--- config.mk ---
export PLATFORM = sky130hd
export DESIGN_NAME = variable_partition_allocator_core
export DESIGN_NICKNAME = d
export VERILOG_FILES = /design/src/hdl/vpa_pkg.sv /design/src/hdl/vpa_table.sv /design/src/hdl/vpa_seq.sv /design/src/hdl/variable_partition_allocator_core.sv
export SDC_FILE = /design/constraint.sdc
export NUM_CORES = 2
export LEC_CHECK = 0
export BUFFER_PORTS_ARGS = -buffer_cell sky130_fd_sc_hd__buf_2
export CAP_MARGIN = 20
export CORE_MARGIN = 3
export CORE_UTILIZATION = 55
export CTS_BUF_LIST = sky130_fd_sc_hd__clkbuf_2
export CTS_CLUSTER_SIZE = 28
export DETAILED_ROUTE_END_ITERATION = 8
export MAX_ROUTING_LAYER = met4
export PLACE_DENSITY_LB_ADDON = 0.08
export RECOVER_POWER = 25
export SYNTH_ARGS = -nofsm -noshare
export SYNTH_HDL_FRONTEND = slang
export SYNTH_SLANG_ARGS = --single-unit
--- constraint.sdc ---
create_clock -name clk -period 4 [get_ports clk]
set_input_delay 0.2 -clock clk [delete_from_list [all_inputs] [get_ports clk]]
set_output_delay 0.2 -clock clk [all_outputs]
set_load 0.02 [all_outputs]
--- src/hdl/vpa_pkg.sv ---
// Types and codes of the variable partition allocator.
// Used by every module but vpa_table; depends on nothing.
package vpa_pkg;

  typedef enum logic [2:0] {
    ST_OK        = 3'd0,
    ST_NO_FIT    = 3'd1,
    ST_BAD_SIZE  = 3'd2,
    ST_FULL      = 3'd3,
    ST_NO_OWNER  = 3'd4
  } vpa_status_t;

  localparam logic [1:0] POL_BEST    = 2'd1;
  localparam logic [1:0] POL_WORST   = 2'd2;
  localparam logic       OP_RELEASE  = 1'b1;
  localparam logic       CFG_POLICY  = 1'b0;
  localparam logic       CFG_MEMSIZE = 1'b1;

  typedef struct packed {
    logic        operation;
    logic [7:0]  owner_id;
    logic [10:0] request_size;
  } vpa_in_t;

  typedef struct packed {
    logic [2:0] status;
    logic [9:0] start_address;
    logic [5:0] used_segments;
  } vpa_out_t;

  typedef struct packed {
    logic       init;
    logic [1:0] policy;
  } vpa_ctl_t;

endpackage

--- src/hdl/vpa_table.sv ---
// Segment table memory: one write port, one registered read port.
// Depends on nothing.
module vpa_table #(
  parameter int DEPTH = 32,
  parameter int WIDTH = 30
) (
  input  logic                     clk,
  input  logic                     we,
  input  logic [$clog2(DEPTH)-1:0] waddr,
  input  logic [WIDTH-1:0]         wdata,
  input  logic [$clog2(DEPTH)-1:0] raddr,
  output logic [WIDTH-1:0]         rdata
);

  logic [WIDTH-1:0] mem [DEPTH];

  always_ff @(posedge clk) begin
    if (we) begin
      mem[waddr] <= wdata;
    end
    rdata <= mem[raddr];
  end

endmodule

--- src/hdl/vpa_seq.sv ---
// Sequencer: rebuilds, scans, shifts and compacts the segment table one entry
// at a time. Depends on vpa_pkg and vpa_table.
module vpa_seq #(
  parameter int MEM_UNITS    = 1024,
  parameter int MAX_SEGMENTS = 32
) (
  input  logic                             clk,
  input  logic                             rst,
  input  vpa_pkg::vpa_ctl_t                ctl,
  input  logic [$clog2(MEM_UNITS+1)-1:0]   eff_size,
  input  logic                             start,
  input  vpa_pkg::vpa_in_t                 req,
  output logic                             ready,
  output logic                             res_valid,
  output vpa_pkg::vpa_out_t                res,
  input  logic                             res_ack
);

  localparam int AW = $clog2(MEM_UNITS);
  localparam int LW = $clog2(MEM_UNITS + 1);
  localparam int IW = $clog2(MAX_SEGMENTS);
  localparam int CW = $clog2(MAX_SEGMENTS + 1);
  localparam int EW = AW + LW + 9;
  localparam int XW = (LW > 11) ? LW : 11;

  typedef enum logic [12:0] {
    S_INIT     = 13'b0000000000001,
    S_IDLE     = 13'b0000000000010,
    S_SCAN_RD  = 13'b0000000000100,
    S_SCAN_EV  = 13'b0000000001000,
    S_DECIDE   = 13'b0000000010000,
    S_SHIFT_RD = 13'b0000000100000,
    S_SHIFT_WR = 13'b0000001000000,
    S_PUT_HOLE = 13'b0000010000000,
    S_PUT_OWN  = 13'b0000100000000,
    S_REL_RD   = 13'b0001000000000,
    S_REL_EV   = 13'b0010000000000,
    S_REL_END  = 13'b0100000000000,
    S_RESP     = 13'b1000000000000
  } state_t;

  state_t state;

  logic [CW-1:0] idx, cnt, busy_cnt, w;
  logic [IW-1:0] pick;
  logic [AW-1:0] pstart;
  logic [LW-1:0] plen, size;
  logic          found, freed;
  logic [7:0]    owner;
  logic [AW-1:0] acc_start;
  logic [LW-1:0] acc_len;
  logic [7:0]    acc_owner;
  logic          acc_busy;
  logic [2:0]    res_status;
  logic [AW-1:0] res_addr;

  logic          we;
  logic [IW-1:0] waddr, raddr;
  logic [EW-1:0] wdata, rdata;

  logic [AW-1:0] rd_start;
  logic [LW-1:0] rd_len;
  logic [7:0]    rd_owner;
  logic          rd_busy, fit, take, hit, e_busy, merge;
  logic [CW-1:0] idx_next;
  logic [XW-1:0] req_ext, eff_ext;
  logic [31:0]   addr_wide, busy_wide;

  vpa_table #(.DEPTH(MAX_SEGMENTS), .WIDTH(EW)) u_table (
    .clk   (clk),
    .we    (we),
    .waddr (waddr),
    .wdata (wdata),
    .raddr (raddr),
    .rdata (rdata)
  );

  always_comb begin
    rd_start = rdata[EW-1 -: AW];
    rd_len   = rdata[LW+8 -: LW];
    rd_owner = rdata[8:1];
    rd_busy  = rdata[0];
    fit      = !rd_busy && (rd_len >= size);
    take     = fit && (!found ||
               (ctl.policy == vpa_pkg::POL_BEST && rd_len < plen) ||
               (ctl.policy == vpa_pkg::POL_WORST && rd_len > plen));
    hit      = rd_busy && (rd_owner == owner);
    e_busy   = rd_busy && !hit;
    merge    = (w != '0) && !e_busy && !acc_busy;
    idx_next = idx + CW'(1);
    req_ext  = XW'(req.request_size);
    eff_ext  = XW'(eff_size);
  end

  always_comb begin
    we    = 1'b0;
    waddr = '0;
    wdata = '0;
    raddr = idx[IW-1:0];
    unique case (state)
      S_INIT: begin
        we    = 1'b1;
        wdata = {AW'(0), eff_size, 8'd0, 1'b0};
      end
      S_SHIFT_RD: raddr = IW'(idx - CW'(1));
      S_SHIFT_WR: begin
        we    = 1'b1;
        waddr = idx[IW-1:0];
        wdata = rdata;
      end
      S_PUT_HOLE: begin
        we    = 1'b1;
        waddr = IW'(pick + IW'(1));
        wdata = {AW'(pstart + AW'(size)), LW'(plen - size), 8'd0, 1'b0};
      end
      S_PUT_OWN: begin
        we    = 1'b1;
        waddr = pick;
        wdata = {pstart, size, owner, 1'b1};
      end
      S_REL_EV: begin
        we    = !merge && (w != '0);
        waddr = IW'(w - CW'(1));
        wdata = {acc_start, acc_len, acc_owner, acc_busy};
      end
      S_REL_END: begin
        we    = 1'b1;
        waddr = IW'(w - CW'(1));
        wdata = {acc_start, acc_len, acc_owner, acc_busy};
      end
      default: ;
    endcase
  end

  always_ff @(posedge clk) begin
    if (rst) begin
      state    <= S_INIT;
      cnt      <= CW'(1);
      busy_cnt <= '0;
    end else begin
      unique case (state)
        S_INIT: begin
          cnt      <= CW'(1);
          busy_cnt <= '0;
          state    <= S_IDLE;
        end
        S_IDLE: begin
          if (ctl.init) begin
            state <= S_INIT;
          end else if (start) begin
            owner    <= req.owner_id;
            size     <= LW'(req.request_size);
            idx      <= '0;
            w        <= '0;
            found    <= 1'b0;
            freed    <= 1'b0;
            res_addr <= '0;
            if (req.operation == vpa_pkg::OP_RELEASE) begin
              state <= S_REL_RD;
            end else if (req.request_size == '0 || req_ext > eff_ext) begin
              res_status <= vpa_pkg::ST_BAD_SIZE;
              state      <= S_RESP;
            end else begin
              state <= S_SCAN_RD;
            end
          end
        end
        S_SCAN_RD: state <= S_SCAN_EV;
        S_SCAN_EV: begin
          if (take) begin
            found  <= 1'b1;
            pick   <= idx[IW-1:0];
            pstart <= rd_start;
            plen   <= rd_len;
          end
          idx <= idx_next;
          if ((take && !found && ctl.policy != vpa_pkg::POL_BEST &&
               ctl.policy != vpa_pkg::POL_WORST) || idx_next >= cnt) begin
            state <= S_DECIDE;
          end else begin
            state <= S_SCAN_RD;
          end
        end
        S_DECIDE: begin
          idx <= cnt;
          if (!found) begin
            res_status <= vpa_pkg::ST_NO_FIT;
            state      <= S_RESP;
          end else if (plen > size) begin
            if (cnt >= CW'(MAX_SEGMENTS)) begin
              res_status <= vpa_pkg::ST_FULL;
              state      <= S_RESP;
            end else if (cnt > CW'(pick) + CW'(1)) begin
              state <= S_SHIFT_RD;
            end else begin
              state <= S_PUT_HOLE;
            end
          end else begin
            state <= S_PUT_OWN;
          end
        end
        S_SHIFT_RD: state <= S_SHIFT_WR;
        S_SHIFT_WR: begin
          idx <= idx - CW'(1);
          if (idx - CW'(1) > CW'(pick) + CW'(1)) begin
            state <= S_SHIFT_RD;
          end else begin
            state <= S_PUT_HOLE;
          end
        end
        S_PUT_HOLE: begin
          cnt   <= cnt + CW'(1);
          state <= S_PUT_OWN;
        end
        S_PUT_OWN: begin
          busy_cnt   <= busy_cnt + CW'(1);
          res_status <= vpa_pkg::ST_OK;
          res_addr   <= pstart;
          state      <= S_RESP;
        end
        S_REL_RD: state <= S_REL_EV;
        S_REL_EV: begin
          if (hit) begin
            freed <= 1'b1;
            if (busy_cnt != '0) begin
              busy_cnt <= busy_cnt - CW'(1);
            end
          end
          if (merge) begin
            acc_len <= LW'(acc_len + rd_len);
          end else begin
            acc_start <= rd_start;
            acc_len   <= rd_len;
            acc_owner <= hit ? 8'd0 : rd_owner;
            acc_busy  <= e_busy;
            w         <= w + CW'(1);
          end
          idx <= idx_next;
          state <= (idx_next >= cnt) ? S_REL_END : S_REL_RD;
        end
        S_REL_END: begin
          cnt        <= w;
          res_status <= freed ? vpa_pkg::ST_OK : vpa_pkg::ST_NO_OWNER;
          state      <= S_RESP;
        end
        S_RESP: begin
          if (res_ack) begin
            state <= S_IDLE;
          end
        end
        default: state <= S_INIT;
      endcase
    end
  end

  assign addr_wide = 32'(res_addr);
  assign busy_wide = 32'(busy_cnt);
  assign ready     = (state == S_IDLE) && !ctl.init;
  assign res_valid = (state == S_RESP);
  assign res       = '{status: res_status, start_address: addr_wide[9:0],
                       used_segments: busy_wide[5:0]};

endmodule

--- src/hdl/variable_partition_allocator_core.sv ---
// Variable partition allocator: an address-ordered segment table with
// first, best and worst fit allocation and release with hole merging.
// Input channel in_valid/in_stall/in_data carries one request per
// transaction; output channel out_valid/out_stall/out_data returns exactly
// one result per request. Configuration: cfg_we with cfg_index 0 writes the
// fit policy, index 1 writes the memory size and, if the sequencer is idle,
// rebuilds the table as one hole (input stalled meanwhile).
// An allocate reads and evaluates the table one segment at a time (first fit
// stops at the first free segment that fits); if the chosen segment is
// larger than the request, the entries behind it are shifted one at a time
// and the remaining hole is written, then the owned entry. A release walks
// the table once, segment by segment, writing merged entries back. in_stall
// is high while a request is in work.
// Reset (rst, synchronous): policy first fit, memory size 1024, one hole;
// the table is rebuilt in the S_INIT state that reset enters.
// A finished result waits in the output register while out_stall is high;
// the next request may be accepted meanwhile, and its result waits in the
// sequencer until the register is free.
// Depends on vpa_pkg, vpa_seq and vpa_table.
module variable_partition_allocator_core #(
  parameter int MEM_UNITS    = 1024,
  parameter int MAX_SEGMENTS = 32
) (
  input  logic              clk,
  input  logic              rst,
  input  logic              in_valid,
  output logic              in_stall,
  input  vpa_pkg::vpa_in_t  in_data,
  output logic              out_valid,
  input  logic              out_stall,
  output vpa_pkg::vpa_out_t out_data,
  input  logic              cfg_we,
  input  logic              cfg_index,
  input  logic [10:0]       cfg_data
);

  localparam int LW = $clog2(MEM_UNITS + 1);
  localparam int SW = (LW > 11) ? LW : 11;

  logic [1:0]        fit_policy;
  logic [10:0]       memory_size;
  logic              init_req;
  logic [SW-1:0]     msz_ext;
  logic [LW-1:0]     eff_size;
  vpa_pkg::vpa_ctl_t ctl;
  logic              ready, res_valid, res_ack;
  vpa_pkg::vpa_out_t res;

  always_ff @(posedge clk) begin
    if (rst) begin
      fit_policy  <= 2'd0;
      memory_size <= 11'd1024;
      init_req    <= 1'b0;
    end else begin
      init_req <= cfg_we && (cfg_index == vpa_pkg::CFG_MEMSIZE);
      if (cfg_we && cfg_index == vpa_pkg::CFG_POLICY) begin
        fit_policy <= cfg_data[1:0];
      end
      if (cfg_we && cfg_index == vpa_pkg::CFG_MEMSIZE) begin
        memory_size <= cfg_data;
      end
    end
  end

  always_comb begin
    msz_ext = SW'(memory_size);
    priority if (memory_size == '0) begin
      eff_size = LW'(1);
    end else if (msz_ext > SW'(MEM_UNITS)) begin
      eff_size = LW'(MEM_UNITS);
    end else begin
      eff_size = LW'(msz_ext);
    end
  end

  assign ctl      = '{init: init_req, policy: fit_policy};
  assign in_stall = !ready;
  assign res_ack  = res_valid && (!out_valid || !out_stall);

  vpa_seq #(.MEM_UNITS(MEM_UNITS), .MAX_SEGMENTS(MAX_SEGMENTS)) u_seq (
    .clk       (clk),
    .rst       (rst),
    .ctl       (ctl),
    .eff_size  (eff_size),
    .start     (in_valid && ready),
    .req       (in_data),
    .ready     (ready),
    .res_valid (res_valid),
    .res       (res),
    .res_ack   (res_ack)
  );

  always_ff @(posedge clk) begin
    if (rst) begin
      out_valid <= 1'b0;
    end else if (res_ack) begin
      out_valid <= 1'b1;
    end else if (!out_stall) begin
      out_valid <= 1'b0;
    end
  end

  always_ff @(posedge clk) begin
    if (res_ack) begin
      out_data <= res;
    end
  end

endmodule

==> key figures <==
Status
  – Status: complete, but fails checks
  – Failing checks: negative setup slack

Power and ir drop
  – Cell Pwr Density: 403 nW/um^2
  – Max VDD drop: 0.308 mV
  – Leak Pwr: 18.0 nW

Clock network
  – Worst-skew pair later-pin latency: 1510 ps
  – CTS tree: built
  – Clk sinks: 1,151
  – Num CTS Buffers: 304
  – CTS H-tree lvls: 5
  – Longest Clk Path Bufs: 4
  – Clk slew on worst S/H paths: 100 ps
  – CTS root buf: clkbuf_2

Setup path
  – Crit end category: flop
  – Crit Path Category: reg -> reg
  – Flop2flop setup slack: -10 ps
  – Worst EP arrival: 5320 ps
  – Req. time, crit path: 5310 ps
  – Worst-path maximum fanout: 60
  – Worst setup SP type: flop

Timing
  – Final worst-path setup slack: -10.8 ps
  – Setup TNS: -10.8 ps
  – Max-slew headroom: 0.132
  – Fin crit share: 1.00
  – Min cycle time layout: 4010 ps
  – Max Clk Rate: 249 MHz
  – Clock skew: 147 ps
  – Worst Max-Slew Pin Slew: 1300 ps
  – Hold Fails Final Rpt: 0
  – Final setup viols: 1
  – Final Max Slew Viols: 0
  – RSZ-0062 raised after global routing: true

Layout
  – Share of post-route cells with drive strength above 1: 0.241
  – Final non-filler cell total: 5,103
  – Sequential Area: 33,900 sq um
  – Core Util, Final: 0.646
  – Area growth syn-to-layout: 16.0%
  – Multi-input gate area: 14,000 sq um
  – Fill count: 6,374
  – Final nets: 3,871

Synthesis
  – Synth warn: 0
  – Synth area leaders: edfxtp_1 67%, o22ai_1 6.2%, mux4_2 5.6%
  – EDFF count, synth: 1,081
  – Biggest area consumer among synthesized cells: edfxtp_1
  – Cell Area, Synth: 48,500 sq um
  – Synth top area share: 0.669
  – Post-synthesis cell count: 3,211
  – Top_reg_cell synth: edfxtp_1
  – Synth Net Count: 3,345
  – Synthesized flop and latch total: 1,151
  – Synth unique cells: 74
  – Ys async rst share: 0
  – Syn Area/Cell: 15.1 sq um
  – Post-synthesis sequential area ratio: 0.698

Routing
  – Vias per inst: 6.68
  – Antenna Violating Nets Remaining: 0
  – DRC errors left: 0
  – DR vias: 34,100
  – DRT iter0 DRCs: 4,890
  – Routed wire length: 146,000 um
  – DR WL/cell: 28.6 um
  – 1st-pass router iterations: 9

Placed design
  – Placed cell count: 4,441
  – Post-DP HPWL: 85,800 um
  – Buffers on Ports: 57
  – Final GP Congestion: 0.927

Floorplan
  – Die area: 91,800 sq um
  – Row cnt: 108
  – I/O pin cnt: 58
  – Starting Density: 0.557
  – Die W: 303 um
  – Chip height: 303 um
  – Core Area: 87,200 sq um

Global routing
  – Largest net degree at the start of global routing: 93
  – Initial antenna violation count: 6
  – Total gr overflow: 0
  – Vias in the first global route: 34,100
  – Gr usage total: 0.326
  – Global-route wire length before repair: 213,000 um

Job
  – Max-cap violations: 0

Worst hold path
  – HP Class: in -> reg
==> cells in the final DEF, fill, tap and decap left out, types with 33 or more instances in the layout <==
| cell type | netlist | layout |
|---|---|---|
| a22oi_1 | 68 | 65 |
| inv_1 | 61 | 61 |
| clkinv_1 | 1 | 59 |
| mux4_2 | 120 | 120 |
| a21oi_1 | 59 | 58 |
| nand4_1 | 37 | 37 |
| ha_1 | 93 | 93 |
| xor2_1 | 40 | 40 |
| nor3_1 | 273 | 270 |
| buf_2 | 8 | 43 |
| clkbuf_2 | 0 | 433 |
| dfxtp_1 | 70 | 70 |
| dlygate4sd3_1 | 0 | 122 |
| edfxtp_1 | 1081 | 1081 |
| buf_12 | 0 | 54 |
| nand2_1 | 115 | 107 |
| buf_4 | 2 | 181 |
| nor2_4 | 0 | 33 |
| nor2_1 | 90 | 57 |
| o41ai_1 | 61 | 61 |
| o22ai_1 | 483 | 483 |
==> area by class of cell <==
| cell class | instances | share of cell area |
|---|---|---|
| well taps | 1155 | 0.0257 |
| clock buffers | 433 | 0.0385 |
| diodes | 5 | 0.000222 |
| clock inverters | 79 | 0.00845 |
| flip-flops and latches | 1151 | 0.602 |
| multi-input cells | 1784 | 0.248 |
| repair buffers | 433 | 0.0731 |
| inverters | 63 | 0.00420 |
==> power breakdown <==
| group | internal [mW] | total (mW) | switching, mW | leakage (nW) |
|---|---|---|---|---|
| clock network | 3.27 | 7.97 | 4.70 | 2.03 |
| logic | 0.536 | 1.36 | 0.825 | 6.63 |
| registers | 13.2 | 13.4 | 0.145 | 9.34 |
| total | 17.0 | 22.7 | 5.67 | 18.0 |
==> metrics by stage <==
| step | setup slack (ps) | total power, mW | area, sq um | hold WS [ps] |
|---|---|---|---|---|
| detailed placement | -252 | 14.9 | 52100 | 383 |
| finish | -10.8 | 22.7 | 56300 | 250 |
| floorplan | 136 | 14.3 | 48500 | 299 |
| CTS | 67.8 | 22.8 | 56100 | 41.6 |
| global placement | -244 | 14.8 | 52100 | 384 |
| global route | -12.2 | 23.6 | 56300 | 134 |
==> metal layers <==
layer,vias up,global-route usage,routed length [um],share of wire
met5,-,-,0,0
met4,0,0.132,4650,0.032
met3,342,0.0674,16000,0.11
met2,2325,0.487,67900,0.47
met1,16900,0.444,57200,0.39
li1,14500,-,-,-
==> path summary, 6_finish.rpt <==
path / startpoint / to / cells past startpoint
setup / recovery: u_seq.state[0] / u_seq.u_table.rdata[26] / 9
hold / removal: out_stall / out_data[5] / 4
setup reg to reg: u_seq.state[0] / u_seq.u_table.rdata[26] / 9
hold reg to reg: u_seq.res_addr[4] / out_data[10] / 0
==> registers in the layout, summed over array words and instances, names as in the netlist, 8 cells and up <==
name and count:
memory_size 11, out_data 19, u_seq.acc_len 11, u_seq.acc_owner 8, u_seq.acc_start 10, u_seq.owner 8, u_seq.plen 11, u_seq.pstart 10
u_seq.res_addr 10, u_seq.size 11, u_seq.state 13, u_seq.u_table.mem 960, u_seq.u_table.rdata 30
==> kinds of logic after synthesis <==
family                   after synthesis  synth area share
AND/OR/NAND/NOR                      655            0.0676
AO/OA/AOI/OAI                        832             0.115
adder cells (fa/ha/maj)               97            0.0256
flip-flops                          1151             0.698
multiplexers                         132            0.0584
buffers and inverters                279            0.0237
XOR/XNOR                              65            0.0117
==> cells in the mapped netlist, types with 4 or more instances <==
master,count
edfxtp_1,1081
o22ai_1,483
nor3_1,273
clkbuf_1,177
mux4_2,120
nand2_1,115
ha_1,93
nor2_1,90
dfxtp_1,70
a22oi_1,68
inv_1,61
o41ai_1,61
a21oi_1,59
xor2_1,40
o21ai_0,39
nand4_1,37
nand3_1,30
nor2b_1,26
xnor2_1,25
a21o_1,23
a222oi_1,18
and2_1,17
buf_1,17
a221oi_1,15
nor4_1,12
buf_6,10
o21a_1,10
a31oi_1,9
o211ai_1,9
buf_2,8
mux2_2,8
nand2b_1,8
or3_1,7
or2_2,6
a211o_1,5
and3_1,5
nand3b_1,5
a221o_1,4
and4_1,4
fa_1,4
mux2i_1,4
nand4b_1,4
o21bai_1,4
or4_1,4
==> worst max-delay path, stage by stage (launching register included) <==
cell     delay [ps]
dfxtp_1         330
buf_4           140
nor4_2          410
and4_2          460
nand2_1         210
xnor2_4         410
buf_12          370
mux4_2          400
a22oi_1         730
nand4_1         270
==> repair_timing <==
item                                    CTS  global route
hold buffers                            122             0
pin swaps                                 1             7
endpoints found under the hold margin   180             0
setup buffers                             1            15
gates resized for setup                   4             8
cloned                                    1             3
endpoints found under the setup margin    8            41
(Power assumes the default switching activity.)
